--- src/sv/rfb_pkg.sv ---
// rfb_pkg: widths, constants and codes of the radial falloff blend
// no dependencies
`timescale 1ns / 1ps

package rfb_pkg;

  localparam int DIST_W   = 10;
  localparam int VAL_W    = 12;
  localparam int CFG_IDX_W = 3;
  localparam int CFG_DAT_W = 9;

  localparam logic [CFG_IDX_W-1:0] REG_RADIUS_SQ     = 3'd0;
  localparam logic [CFG_IDX_W-1:0] REG_FALLOFF_SHAPE = 3'd1;
  localparam logic [CFG_IDX_W-1:0] REG_PRESENCE      = 3'd2;
  localparam logic [CFG_IDX_W-1:0] REG_BLEND_GAIN    = 3'd3;

  localparam logic [7:0] RST_RADIUS_SQ     = 8'd2;
  localparam logic [7:0] RST_FALLOFF_SHAPE = 8'd64;
  localparam logic [7:0] RST_PRESENCE      = 8'd255;
  localparam logic [8:0] RST_BLEND_GAIN    = 9'd16;

  localparam logic [9:0]  EDGE_SQ  = 10'd225;
  localparam logic [11:0] CEIL_VAL = 12'd4095;
  localparam logic [7:0]  SHAPE_HALF = 8'd128;
  localparam logic [7:0]  SHAPE_FULL = 8'd255;

  // floor(y*800/16129) = (y*SHAPE_RECIP) >> SHAPE_SHIFT for y <= 16129
  localparam logic [23:0] SHAPE_RECIP = 24'd13314426;
  localparam int          SHAPE_SHIFT = 28;
  // floor(p/17) = (p*PRES_RECIP) >> 12 for p <= 255
  localparam logic [7:0]  PRES_RECIP = 8'd241;

  localparam int DIV_BITS = 12;
  localparam int NUM_W    = 31;
  localparam int DEN_W    = 19;
  localparam int SETTLE   = 3;

  // pipeline stage positions
  localparam int ST_S1  = 0;
  localparam int ST_S2  = 1;
  localparam int ST_S3  = 2;
  localparam int ST_S4  = 3;
  localparam int ST_V   = ST_S4 + DIV_BITS + 1;
  localparam int ST_B1  = ST_V + 1;
  localparam int ST_B2  = ST_V + 2;
  localparam int ST_B3  = ST_V + 3;
  localparam int ST_B4  = ST_V + 4;
  localparam int ST_OUT = ST_V + 5;
  localparam int NST    = ST_OUT + 1;

  typedef logic [1:0] sel_t;
  localparam sel_t SEL_CURVE = 2'd0;
  localparam sel_t SEL_PEAK  = 2'd1;
  localparam sel_t SEL_ZERO  = 2'd2;
  localparam sel_t SEL_SAT   = 2'd3;

endpackage

--- src/sv/rfb_in_if.sv ---
// rfb_in_if: pixel input channel, valid/ready plus payload
// depends on rfb_pkg
`timescale 1ns / 1ps

interface rfb_in_if import rfb_pkg::*; ();
  logic              valid;
  logic              ready;
  logic [DIST_W-1:0] dist_sq;
  logic [VAL_W-1:0]  under_value;

  modport source (output valid, dist_sq, under_value, input ready);
  modport sink   (input valid, dist_sq, under_value, output ready);
endinterface

--- src/sv/rfb_out_if.sv ---
// rfb_out_if: result channel, valid/ready plus payload
// depends on rfb_pkg
`timescale 1ns / 1ps

interface rfb_out_if import rfb_pkg::*; ();
  logic             valid;
  logic             ready;
  logic [VAL_W-1:0] falloff_value;
  logic [VAL_W-1:0] blended_value;

  modport source (output valid, falloff_value, blended_value, input ready);
  modport sink   (input valid, falloff_value, blended_value, output ready);
endinterface

--- src/sv/rfb_cfg_if.sv ---
// rfb_cfg_if: register write channel, valid/ready plus index and data
// depends on rfb_pkg
`timescale 1ns / 1ps

interface rfb_cfg_if import rfb_pkg::*; ();
  logic                 valid;
  logic                 ready;
  logic [CFG_IDX_W-1:0] index;
  logic [CFG_DAT_W-1:0] data;

  modport source (output valid, index, data, input ready);
  modport sink   (input valid, index, data, output ready);
endinterface

--- src/sv/radial_falloff_blend.sv ---
// radial_falloff_blend: falloff curve and blend pipeline with config registers
// depends on rfb_pkg, rfb_in_if, rfb_out_if, rfb_cfg_if
`timescale 1ns / 1ps

// Takes one pixel beat per cycle unless held off by a full pipeline or by
// settling, and returns one result beat per pixel, in order. The depth is set
// by the curve divider, which resolves one quotient bit per stage over 12 stages,
// plus the multiply stages before it and the blend stages after it. Each stage
// holds its beat while the stage after it is full, so a stalled output does not
// block input until the pipeline has filled. After reset and after every register
// write, input is held off while the derived curve terms are recomputed; register
// writes are always taken.

module radial_falloff_blend import rfb_pkg::*; (
  input  logic      clk,
  input  logic      rst_n,
  rfb_in_if.sink    in_pix,
  rfb_out_if.source out_pix,
  rfb_cfg_if.sink   cfg_wr
);

  // configuration registers
  logic [7:0]        radius_sq_r, falloff_shape_r, presence_r;
  logic signed [8:0] blend_gain_r;
  logic [1:0]        settle_r;

  assign cfg_wr.ready = 1'b1;

  always_ff @(posedge clk) begin
    if (!rst_n) begin
      radius_sq_r     <= RST_RADIUS_SQ;
      falloff_shape_r <= RST_FALLOFF_SHAPE;
      presence_r      <= RST_PRESENCE;
      blend_gain_r    <= RST_BLEND_GAIN;
      settle_r        <= 2'(SETTLE);
    end else begin
      if (cfg_wr.valid) begin
        settle_r <= 2'(SETTLE);
        case (cfg_wr.index)
          REG_RADIUS_SQ:     radius_sq_r     <= cfg_wr.data[7:0];
          REG_FALLOFF_SHAPE: falloff_shape_r <= cfg_wr.data[7:0];
          REG_PRESENCE:      presence_r      <= cfg_wr.data[7:0];
          REG_BLEND_GAIN:    blend_gain_r    <= cfg_wr.data;
          default: ;
        endcase
      end else if (settle_r != 2'd0) begin
        settle_r <= settle_r - 2'd1;
      end
    end
  end

  // derived curve terms
  logic              fsel1_r, fsel2_r;
  logic [13:0]       ff_r;
  logic [7:0]        pres1_r;
  logic [9:0]        qd_r;
  logic [11:0]       peak_r;
  logic signed [12:0] c_r;
  logic [10:0]       a_r;
  logic [7:0]        d_r;
  logic [6:0]        fe;
  logic [37:0]       shape_prod;
  logic [15:0]       pres_prod;

  assign fe = (falloff_shape_r >= SHAPE_HALF) ? 7'(SHAPE_FULL - falloff_shape_r)
                                              : falloff_shape_r[6:0];
  assign shape_prod = 38'(ff_r) * 38'(SHAPE_RECIP);
  assign pres_prod  = 16'(pres1_r) * 16'(PRES_RECIP);

  always_ff @(posedge clk) begin
    fsel1_r <= (falloff_shape_r >= SHAPE_HALF);
    ff_r    <= 14'(fe) * 14'(fe);
    pres1_r <= presence_r;
    fsel2_r <= fsel1_r;
    qd_r    <= shape_prod[SHAPE_SHIFT +: 10];
    peak_r  <= {pres1_r, 4'b0000} + 12'(pres_prod[15:12]);
    if (fsel2_r) begin
      c_r <= 13'sd226 + $signed({3'b000, qd_r});
      a_r <= 11'(11'd226 + 11'(qd_r) - 11'(radius_sq_r));
    end else begin
      c_r <= $signed({5'b00000, radius_sq_r}) - 13'sd1 - $signed({3'b000, qd_r});
      a_r <= 11'(qd_r) + 11'd1;
    end
    d_r <= 8'(EDGE_SQ - 10'(radius_sq_r));
  end

  // stage handshake
  logic [NST-1:0] vld_r;
  logic [NST-1:0] en;
  logic           in_acc;

  always_comb begin
    en[NST-1] = !vld_r[NST-1] || out_pix.ready;
    for (int i = NST - 2; i >= 0; i--) begin
      en[i] = !vld_r[i] || en[i+1];
    end
  end

  assign in_pix.ready = en[0] && (settle_r == 2'd0);
  assign in_acc       = in_pix.valid && in_pix.ready;

  always_ff @(posedge clk) begin
    if (!rst_n) begin
      vld_r <= '0;
    end else begin
      if (en[0]) vld_r[0] <= in_acc;
      for (int i = 1; i < NST; i++) begin
        if (en[i]) vld_r[i] <= vld_r[i-1];
      end
    end
  end

  // s1: region test and distance terms
  logic [VAL_W-1:0]   s1_under_r;
  sel_t               s1_sel_r;
  logic [7:0]         s1_b_r;
  logic [10:0]        s1_c_r;
  logic signed [12:0] cx_diff;
  logic [12:0]        cx_abs;

  assign cx_diff = c_r - $signed({3'b000, in_pix.dist_sq});
  assign cx_abs  = cx_diff[12] ? 13'(-cx_diff) : 13'(cx_diff);

  always_ff @(posedge clk) begin
    if (en[ST_S1]) begin
      s1_under_r <= in_pix.under_value;
      if (in_pix.dist_sq <= {2'b00, radius_sq_r}) begin
        s1_sel_r <= SEL_PEAK;
      end else if (in_pix.dist_sq >= EDGE_SQ) begin
        s1_sel_r <= SEL_ZERO;
      end else begin
        s1_sel_r <= SEL_CURVE;
      end
      s1_b_r <= 8'(EDGE_SQ - in_pix.dist_sq);
      s1_c_r <= cx_abs[10:0];
    end
  end

  // s2: numerator partial and denominator
  logic [VAL_W-1:0] s2_under_r;
  sel_t             s2_sel_r;
  logic [7:0]       s2_b_r;
  logic [22:0]      s2_num_r;
  logic [DEN_W-1:0] s2_den_r;

  always_ff @(posedge clk) begin
    if (en[ST_S2]) begin
      s2_under_r <= s1_under_r;
      s2_sel_r   <= s1_sel_r;
      s2_b_r     <= s1_b_r;
      s2_num_r   <= 23'(peak_r) * 23'(a_r);
      s2_den_r   <= DEN_W'(s1_c_r) * DEN_W'(d_r);
    end
  end

  // s3: full numerator
  logic [VAL_W-1:0] s3_under_r;
  sel_t             s3_sel_r;
  logic [NUM_W-1:0] s3_num_r;
  logic [DEN_W-1:0] s3_den_r;

  always_ff @(posedge clk) begin
    if (en[ST_S3]) begin
      s3_under_r <= s2_under_r;
      s3_sel_r   <= s2_sel_r;
      s3_num_r   <= NUM_W'(s2_num_r) * NUM_W'(s2_b_r);
      s3_den_r   <= s2_den_r;
    end
  end

  // s4 and divider: saturation test, then one quotient bit per stage
  logic [NUM_W-1:0]    rem_r [0:DIV_BITS];
  logic [DEN_W-1:0]    dden_r [0:DIV_BITS];
  logic [DIV_BITS-1:0] dq_r [0:DIV_BITS];
  logic [VAL_W-1:0]    dund_r [0:DIV_BITS];
  sel_t                dsel_r [0:DIV_BITS];

  always_ff @(posedge clk) begin
    if (en[ST_S4]) begin
      rem_r[0]  <= s3_num_r;
      dden_r[0] <= s3_den_r;
      dq_r[0]   <= '0;
      dund_r[0] <= s3_under_r;
      if (s3_sel_r == SEL_CURVE && s3_num_r >= {s3_den_r, 12'b0}) begin
        dsel_r[0] <= SEL_SAT;
      end else begin
        dsel_r[0] <= s3_sel_r;
      end
    end
  end

  for (genvar j = 0; j < DIV_BITS; j++) begin : g_div
    localparam int K = DIV_BITS - 1 - j;
    logic [NUM_W-1:0] sub;
    assign sub = NUM_W'(dden_r[j]) << K;
    always_ff @(posedge clk) begin
      if (en[ST_S4 + 1 + j]) begin
        dden_r[j+1] <= dden_r[j];
        dund_r[j+1] <= dund_r[j];
        dsel_r[j+1] <= dsel_r[j];
        if (rem_r[j] >= sub) begin
          rem_r[j+1]   <= rem_r[j] - sub;
          dq_r[j+1]    <= dq_r[j] | (DIV_BITS'(1) << K);
        end else begin
          rem_r[j+1]   <= rem_r[j];
          dq_r[j+1]    <= dq_r[j];
        end
      end
    end
  end

  // v: falloff value
  logic [VAL_W-1:0] v_val_r, v_under_r;

  always_ff @(posedge clk) begin
    if (en[ST_V]) begin
      v_under_r <= dund_r[DIV_BITS];
      case (dsel_r[DIV_BITS])
        SEL_PEAK:  v_val_r <= peak_r;
        SEL_ZERO:  v_val_r <= '0;
        SEL_SAT:   v_val_r <= CEIL_VAL;
        SEL_CURVE: v_val_r <= dq_r[DIV_BITS];
        default:   v_val_r <= '0;
      endcase
    end
  end

  // blend stages
  logic [VAL_W-1:0] b1_val_r, b1_under_r, b2_val_r, b2_under_r;
  logic [VAL_W-1:0] b3_val_r, b3_under_r, b4_val_r, b4_under_r;
  logic [23:0]      b1_p_r;
  logic             b1_neg_r, b2_neg_r, b3_neg_r, b4_neg_r;
  logic [8:0]       b1_mag_r, gmag;
  logic [31:0]      b2_x_r;
  logic [19:0]      b3_h_r;
  logic [20:0]      b3_s_r, b4_q_r;
  logic [32:0]      bx_prod;
  logic [12:0]      b4_low;
  logic signed [22:0] blend_sum;

  assign gmag    = blend_gain_r[8] ? 9'(-blend_gain_r) : 9'(blend_gain_r);
  assign bx_prod = 33'(b1_p_r) * 33'(b1_mag_r);
  assign b4_low  = 13'(b3_s_r[20:12]) + 13'(b3_s_r[11:0]);
  assign blend_sum = b4_neg_r
      ? $signed({10'b0, 13'(b4_val_r) + 13'(b4_under_r)}) - $signed({2'b00, b4_q_r})
      : $signed({10'b0, 13'(b4_val_r) + 13'(b4_under_r)}) + $signed({2'b00, b4_q_r});

  always_ff @(posedge clk) begin
    if (en[ST_B1]) begin
      b1_val_r   <= v_val_r;
      b1_under_r <= v_under_r;
      b1_p_r     <= 24'(v_val_r) * 24'(v_under_r);
      b1_neg_r   <= blend_gain_r[8];
      b1_mag_r   <= gmag;
    end
    if (en[ST_B2]) begin
      b2_val_r   <= b1_val_r;
      b2_under_r <= b1_under_r;
      b2_neg_r   <= b1_neg_r;
      b2_x_r     <= bx_prod[31:0];
    end
    if (en[ST_B3]) begin
      b3_val_r   <= b2_val_r;
      b3_under_r <= b2_under_r;
      b3_neg_r   <= b2_neg_r;
      b3_h_r     <= b2_x_r[31:12];
      b3_s_r     <= 21'(b2_x_r[31:12]) + 21'(b2_x_r[11:0]);
    end
    if (en[ST_B4]) begin
      b4_val_r   <= b3_val_r;
      b4_under_r <= b3_under_r;
      b4_neg_r   <= b3_neg_r;
      b4_q_r     <= 21'(b3_h_r) + 21'(b3_s_r[20:12])
                  + ((b4_low >= 13'(CEIL_VAL)) ? 21'd1 : 21'd0);
    end
  end

  // output register
  logic [VAL_W-1:0] out_fall_r, out_blend_r;

  always_ff @(posedge clk) begin
    if (en[ST_OUT]) begin
      out_fall_r <= b4_val_r;
      if (blend_sum < 0) begin
        out_blend_r <= '0;
      end else if (blend_sum > $signed({11'b0, CEIL_VAL})) begin
        out_blend_r <= CEIL_VAL;
      end else begin
        out_blend_r <= blend_sum[VAL_W-1:0];
      end
    end
  end

  assign out_pix.valid         = vld_r[NST-1];
  assign out_pix.falloff_value = out_fall_r;
  assign out_pix.blended_value = out_blend_r;

  // checks
  a_no_beat_while_settling: assert property (@(posedge clk) disable iff (!rst_n)
    in_acc |-> settle_r == 2'd0)
    else $error("input beat taken while derived terms settle");

  a_cfg_holds_input: assert property (@(posedge clk) disable iff (!rst_n)
    cfg_wr.valid |=> !in_pix.ready)
    else $error("input ready right after a register write");

  a_div_remainder: assert property (@(posedge clk) disable iff (!rst_n)
    vld_r[ST_V - 1] && dsel_r[DIV_BITS] == SEL_CURVE |->
      rem_r[DIV_BITS] < NUM_W'(dden_r[DIV_BITS]))
    else $error("divider remainder not below divisor");

  a_sat_value: assert property (@(posedge clk) disable iff (!rst_n)
    en[ST_V] && vld_r[ST_V - 1] && dsel_r[DIV_BITS] == SEL_SAT |=> v_val_r == CEIL_VAL)
    else $error("saturated curve not at ceiling");

endmodule
--- src/flat_wrapper.sv ---
// flat-port wrapper written by rule: the top's interface ports become plain ports
module radial_falloff_blend_flat import rfb_pkg::*;
  (clk, rst_n, in_pix_valid, in_pix_dist_sq, in_pix_under_value, in_pix_ready, out_pix_valid, out_pix_falloff_value, out_pix_blended_value, out_pix_ready, cfg_wr_valid, cfg_wr_index, cfg_wr_data, cfg_wr_ready);
  rfb_in_if in_pix_i ();
  rfb_out_if out_pix_i ();
  rfb_cfg_if cfg_wr_i ();
  input  logic clk;
  input  logic rst_n;
  input wire logic [$bits(in_pix_i.valid)-1:0] in_pix_valid;
  input wire logic [$bits(in_pix_i.dist_sq)-1:0] in_pix_dist_sq;
  input wire logic [$bits(in_pix_i.under_value)-1:0] in_pix_under_value;
  output wire logic [$bits(in_pix_i.ready)-1:0] in_pix_ready;
  output wire logic [$bits(out_pix_i.valid)-1:0] out_pix_valid;
  output wire logic [$bits(out_pix_i.falloff_value)-1:0] out_pix_falloff_value;
  output wire logic [$bits(out_pix_i.blended_value)-1:0] out_pix_blended_value;
  input wire logic [$bits(out_pix_i.ready)-1:0] out_pix_ready;
  input wire logic [$bits(cfg_wr_i.valid)-1:0] cfg_wr_valid;
  input wire logic [$bits(cfg_wr_i.index)-1:0] cfg_wr_index;
  input wire logic [$bits(cfg_wr_i.data)-1:0] cfg_wr_data;
  output wire logic [$bits(cfg_wr_i.ready)-1:0] cfg_wr_ready;
  assign in_pix_i.valid = in_pix_valid;
  assign in_pix_i.dist_sq = in_pix_dist_sq;
  assign in_pix_i.under_value = in_pix_under_value;
  assign in_pix_ready = in_pix_i.ready;
  assign out_pix_valid = out_pix_i.valid;
  assign out_pix_falloff_value = out_pix_i.falloff_value;
  assign out_pix_blended_value = out_pix_i.blended_value;
  assign out_pix_i.ready = out_pix_ready;
  assign cfg_wr_i.valid = cfg_wr_valid;
  assign cfg_wr_i.index = cfg_wr_index;
  assign cfg_wr_i.data = cfg_wr_data;
  assign cfg_wr_ready = cfg_wr_i.ready;
  radial_falloff_blend u_core (.clk(clk), .rst_n(rst_n), .in_pix(in_pix_i), .out_pix(out_pix_i), .cfg_wr(cfg_wr_i));
endmodule
--- config.mk ---
export PLATFORM = sky130hd
export DESIGN_NAME = radial_falloff_blend_flat
export DESIGN_NICKNAME = d
export VERILOG_FILES = /design/src/sv/rfb_pkg.sv /design/src/sv/rfb_in_if.sv /design/src/sv/rfb_out_if.sv /design/src/sv/rfb_cfg_if.sv /design/src/sv/radial_falloff_blend.sv /design/src/flat_wrapper.sv
export SDC_FILE = /design/constraint.sdc
export NUM_CORES = 2
export LEC_CHECK = 0
export ABC_AREA = 1
export BUFFER_PORTS_ARGS = -buffer_cell sky130_fd_sc_hd__buf_2
export CAP_MARGIN = 15
export CORE_UTILIZATION = 47
export DETAILED_ROUTE_END_ITERATION = 16
export SYNTH_ARGS = -nofsm -noshare
export SYNTH_HDL_FRONTEND = slang
export SYNTH_SLANG_ARGS = --single-unit
--- constraint.sdc ---
create_clock -name clk -period 8.5 [get_ports clk]
set_clock_uncertainty 0.2 [all_clocks]
set_input_delay 1.275 -clock clk [delete_from_list [all_inputs] [get_ports clk]]
set_output_delay 1.275 -clock clk [all_outputs]
set_load 0.1 [all_outputs]
==> out/metrics.csv <==
metric,value,unit
run status,"finished, final reports clean",
Critical Path AT,5500,ps
wire length of the first global-routing pass,364,mm
detailed-route wire length,224,mm
synthesized instance count,10000,
Root Driver,clkbuf_16,
layout net count,11600,
crit path max-delay cell type,nand3_4,
Min-Delay Path Class,reg -> reg,
Crit Path Category,in -> out,
GP Congestion,0.909,
CTS Buffer Depth,3,
core area,207000,µm²
adder and majority cell fraction of the synthesized area,24.2,%
"Hold Violations, Final",0,
Remaining DRCs,0,
XOR/XNOR Fraction of Synth Area,4.22,%
Max Clk Rate,143,MHz
Rel. slew slack,27.7,%
detailed placement HPWL,176,mm
vias in the first global route,68600,
Synth Register Bits,1430,
CTS resizes,0,
filler cell count,18600,
initial antenna violation count,11,
drt first-iter violations,4235,
GRT Total Usage,21.7,%
fraction of registers with async set/reset,0,%
DRT Pass-1 Iters,6,
Setup crit end kind,output pin,
worst-skew pair later-pin latency,820,ps
crit-path cells,"buf_2, inv_2, nand3_4, nor2_4, nand4_4, nor2_4, nand4_4, nor2_4, nand4_4, nor2_8, nand4_4, nor2_4, nand4_1, buf_4, nand2_1, inv_1, buf_2",
# setup viols final,0,
Sum Neg Setup Slack,0,ps
"commonest non-fill, non-tap cells in the layout","inv_1 (2024), nand2_1 (1988), edfxtp_1 (1296), ha_1 (830), fa_1 (668)",
RSZ-0062 raised after global routing,false,
"Avg Cell Area, Syn",9.76,µm²
Ports,66,
total number of vias,66400,
final slew viol count,0,
crit path max fanout,48,
layout cell share with drive strength beyond 1,4.22,%
area of the mapped netlist,98000,µm²
"EDFF count, synth",1296,
Via-to-Cell Ratio,5.11,
remaining antenna violation count,0,
die width,459,µm
post-synthesis sequential area ratio,42.5,%
CTS tree,yes,
Ys Warns,0,
Clock Pin Slew Worst Setup and Hold Paths,60,ps
die height,459,µm
"commonest non-fill, non-tap cell in the layout",inv_1,
post-synthesis mux area share,0.0332,%
row count,167,
IO Port Bufs,64,
Bufs and invs on worst path,5,
gr busiest metal,met2,
Netlist cell types,72,
total gr overflow,0,
area grow syn2layout,8.61,%
postcts setup bufs,0,
largest family of logic cells by synthesized area,adder cells,
crit share post-route,82.0,%
pin count of the biggest net entering global routing,79,
WL/cell,17.2,µm
max cap viols,0,
CP max stage delay,490,ps
Tmin final,6970,ps
Die Area,210000,µm²
GR Util met2,37.3,%
met1 Track Usage GR,29.0,%
number of CTS-inserted buffers,158,
complex-gate fraction of the synthesized area,7.28,%
met3 usage,2.54,%
"Req. time, crit path",7030,ps
Post-Synth Simple-Gate Area,13.0,%
worst slew pin tran,1080,ps
"Largest delay share family, worst path",simple AND/OR/NAND/NOR gates,
Synth Flop Type,edfxtp_1,
# hold bufs at CTS,0,
Initial Util,47.3,%
H-tree depth,4,
type of origin of the critical path,input pin,
CTS sink cnt,1430,
==> worst register-to-register path, stage by stage, from the launching register on <==
cell      delay [ps]
edfxtp_1         720
nand2_1          170
fa_1             560
inv_1             50
fa_1             500
inv_1             50
fa_1             470
inv_1             50
fa_1             500
fa_1             520
ha_1             380
nand2_1          110
inv_1             50
nand2_1           60
nand2_1           50
a21oi_1          190
o21ai_0          200
a21boi_0         520
o21bai_1         180
nand2_1          100
nand2_1           80
a21oi_1          140
o21bai_1          90
xnor2_1          130
==> cell usage after synthesis, drive strengths merged, types with 79 or more instances <==
cell type  count  area [µm²]
inv         2038        7650
nor3          85         425
edfxtp      1296       38900
nand3        243        1230
nor2         562        2170
ha           830       10400
nand4         79         554
a21oi        586        2940
dfxtp        134        2680
fa           668       13400
nand2       1997        7510
clkbuf       176         687
o21ai        423        2140
xnor2        191        1670
xor2         280        2460
==> state kept, by name, summed over array words and instances (netlist names), 13 cells and up <==
register	flops
u_core.b1_p_r	24
u_core.b2_x_r	32
u_core.b3_h_r	20
u_core.b3_s_r	21
u_core.b4_q_r	21
u_core.c_r	13
u_core.dden_r	228
u_core.dq_r	78
u_core.dsel_r	26
u_core.dund_r	156
u_core.ff_r	13
u_core.rem_r	372
u_core.s2_den_r	19
u_core.s2_num_r	23
u_core.s3_den_r	19
u_core.s3_num_r	31
u_core.vld_r	22
==> area by class of cell <==
class / instances / area, µm² / share of cell area (%)
clock buffers: 195 / 4190 / 3.94
repair buffers: 103 / 633 / 0.595
clock inverters: 93 / 1030 / 0.965
inverters: 2040 / 7660 / 7.19
multi-input cells: 6349 / 47800 / 44.9
well taps: 2788 / 3490 / 3.28
flip-flops and latches: 1430 / 41600 / 39.1
diodes: 4 / 10.0 / 0.00940
==> metal layers <==
metal	routed length, µm	vias to the layer above
li1	-	32600
met1	101000	32100
met2	109000	1349
met3	8790	333
met4	5120	10
met5	69	-
==> cells by family after synthesis <==
kind of cell / after synthesis
other: 2
XOR/XNOR: 471
multiplexers: 3
AND/OR/NAND/NOR: 3094
flip-flops: 1430
adder cells (fa/ha/maj): 1498
buffers and inverters: 2261
AO/OA/AOI/OAI: 1279
==> worst paths after layout <==
path | start | end | slack [ps] | depth (start not counted)
worst max-delay path | out_pix_ready | in_pix_ready | 1530 | 17
worst min register to register | u_core.fsel1_r | u_core.fsel2_r | 130 | 0
worst min-delay path | u_core.fsel1_r | u_core.fsel2_r | 130 | 0
worst max register to register | u_core.v_val_r[5] | u_core.b1_p_r[23] | 2190 | 23
==> through the flow <==
stage	hold WS, ps	setup slack, ps	instances	util [%]	area (µm²)
2_1_floorplan	110	220	10000	-	98000
3_3_place_gp	122	1470	12700	48.9	101000
3_5_place_dp	122	1400	12700	48.9	101000
4_1_cts	139	1380	13000	51.4	106000
5_1_grt	148	1070	13000	51.4	106000
6_report	132	1530	13000	51.4	106000
Power is left out: the tool's default activity adds up to more than one toggle a clock period on the data nets, which glitch-free logic cannot reach.
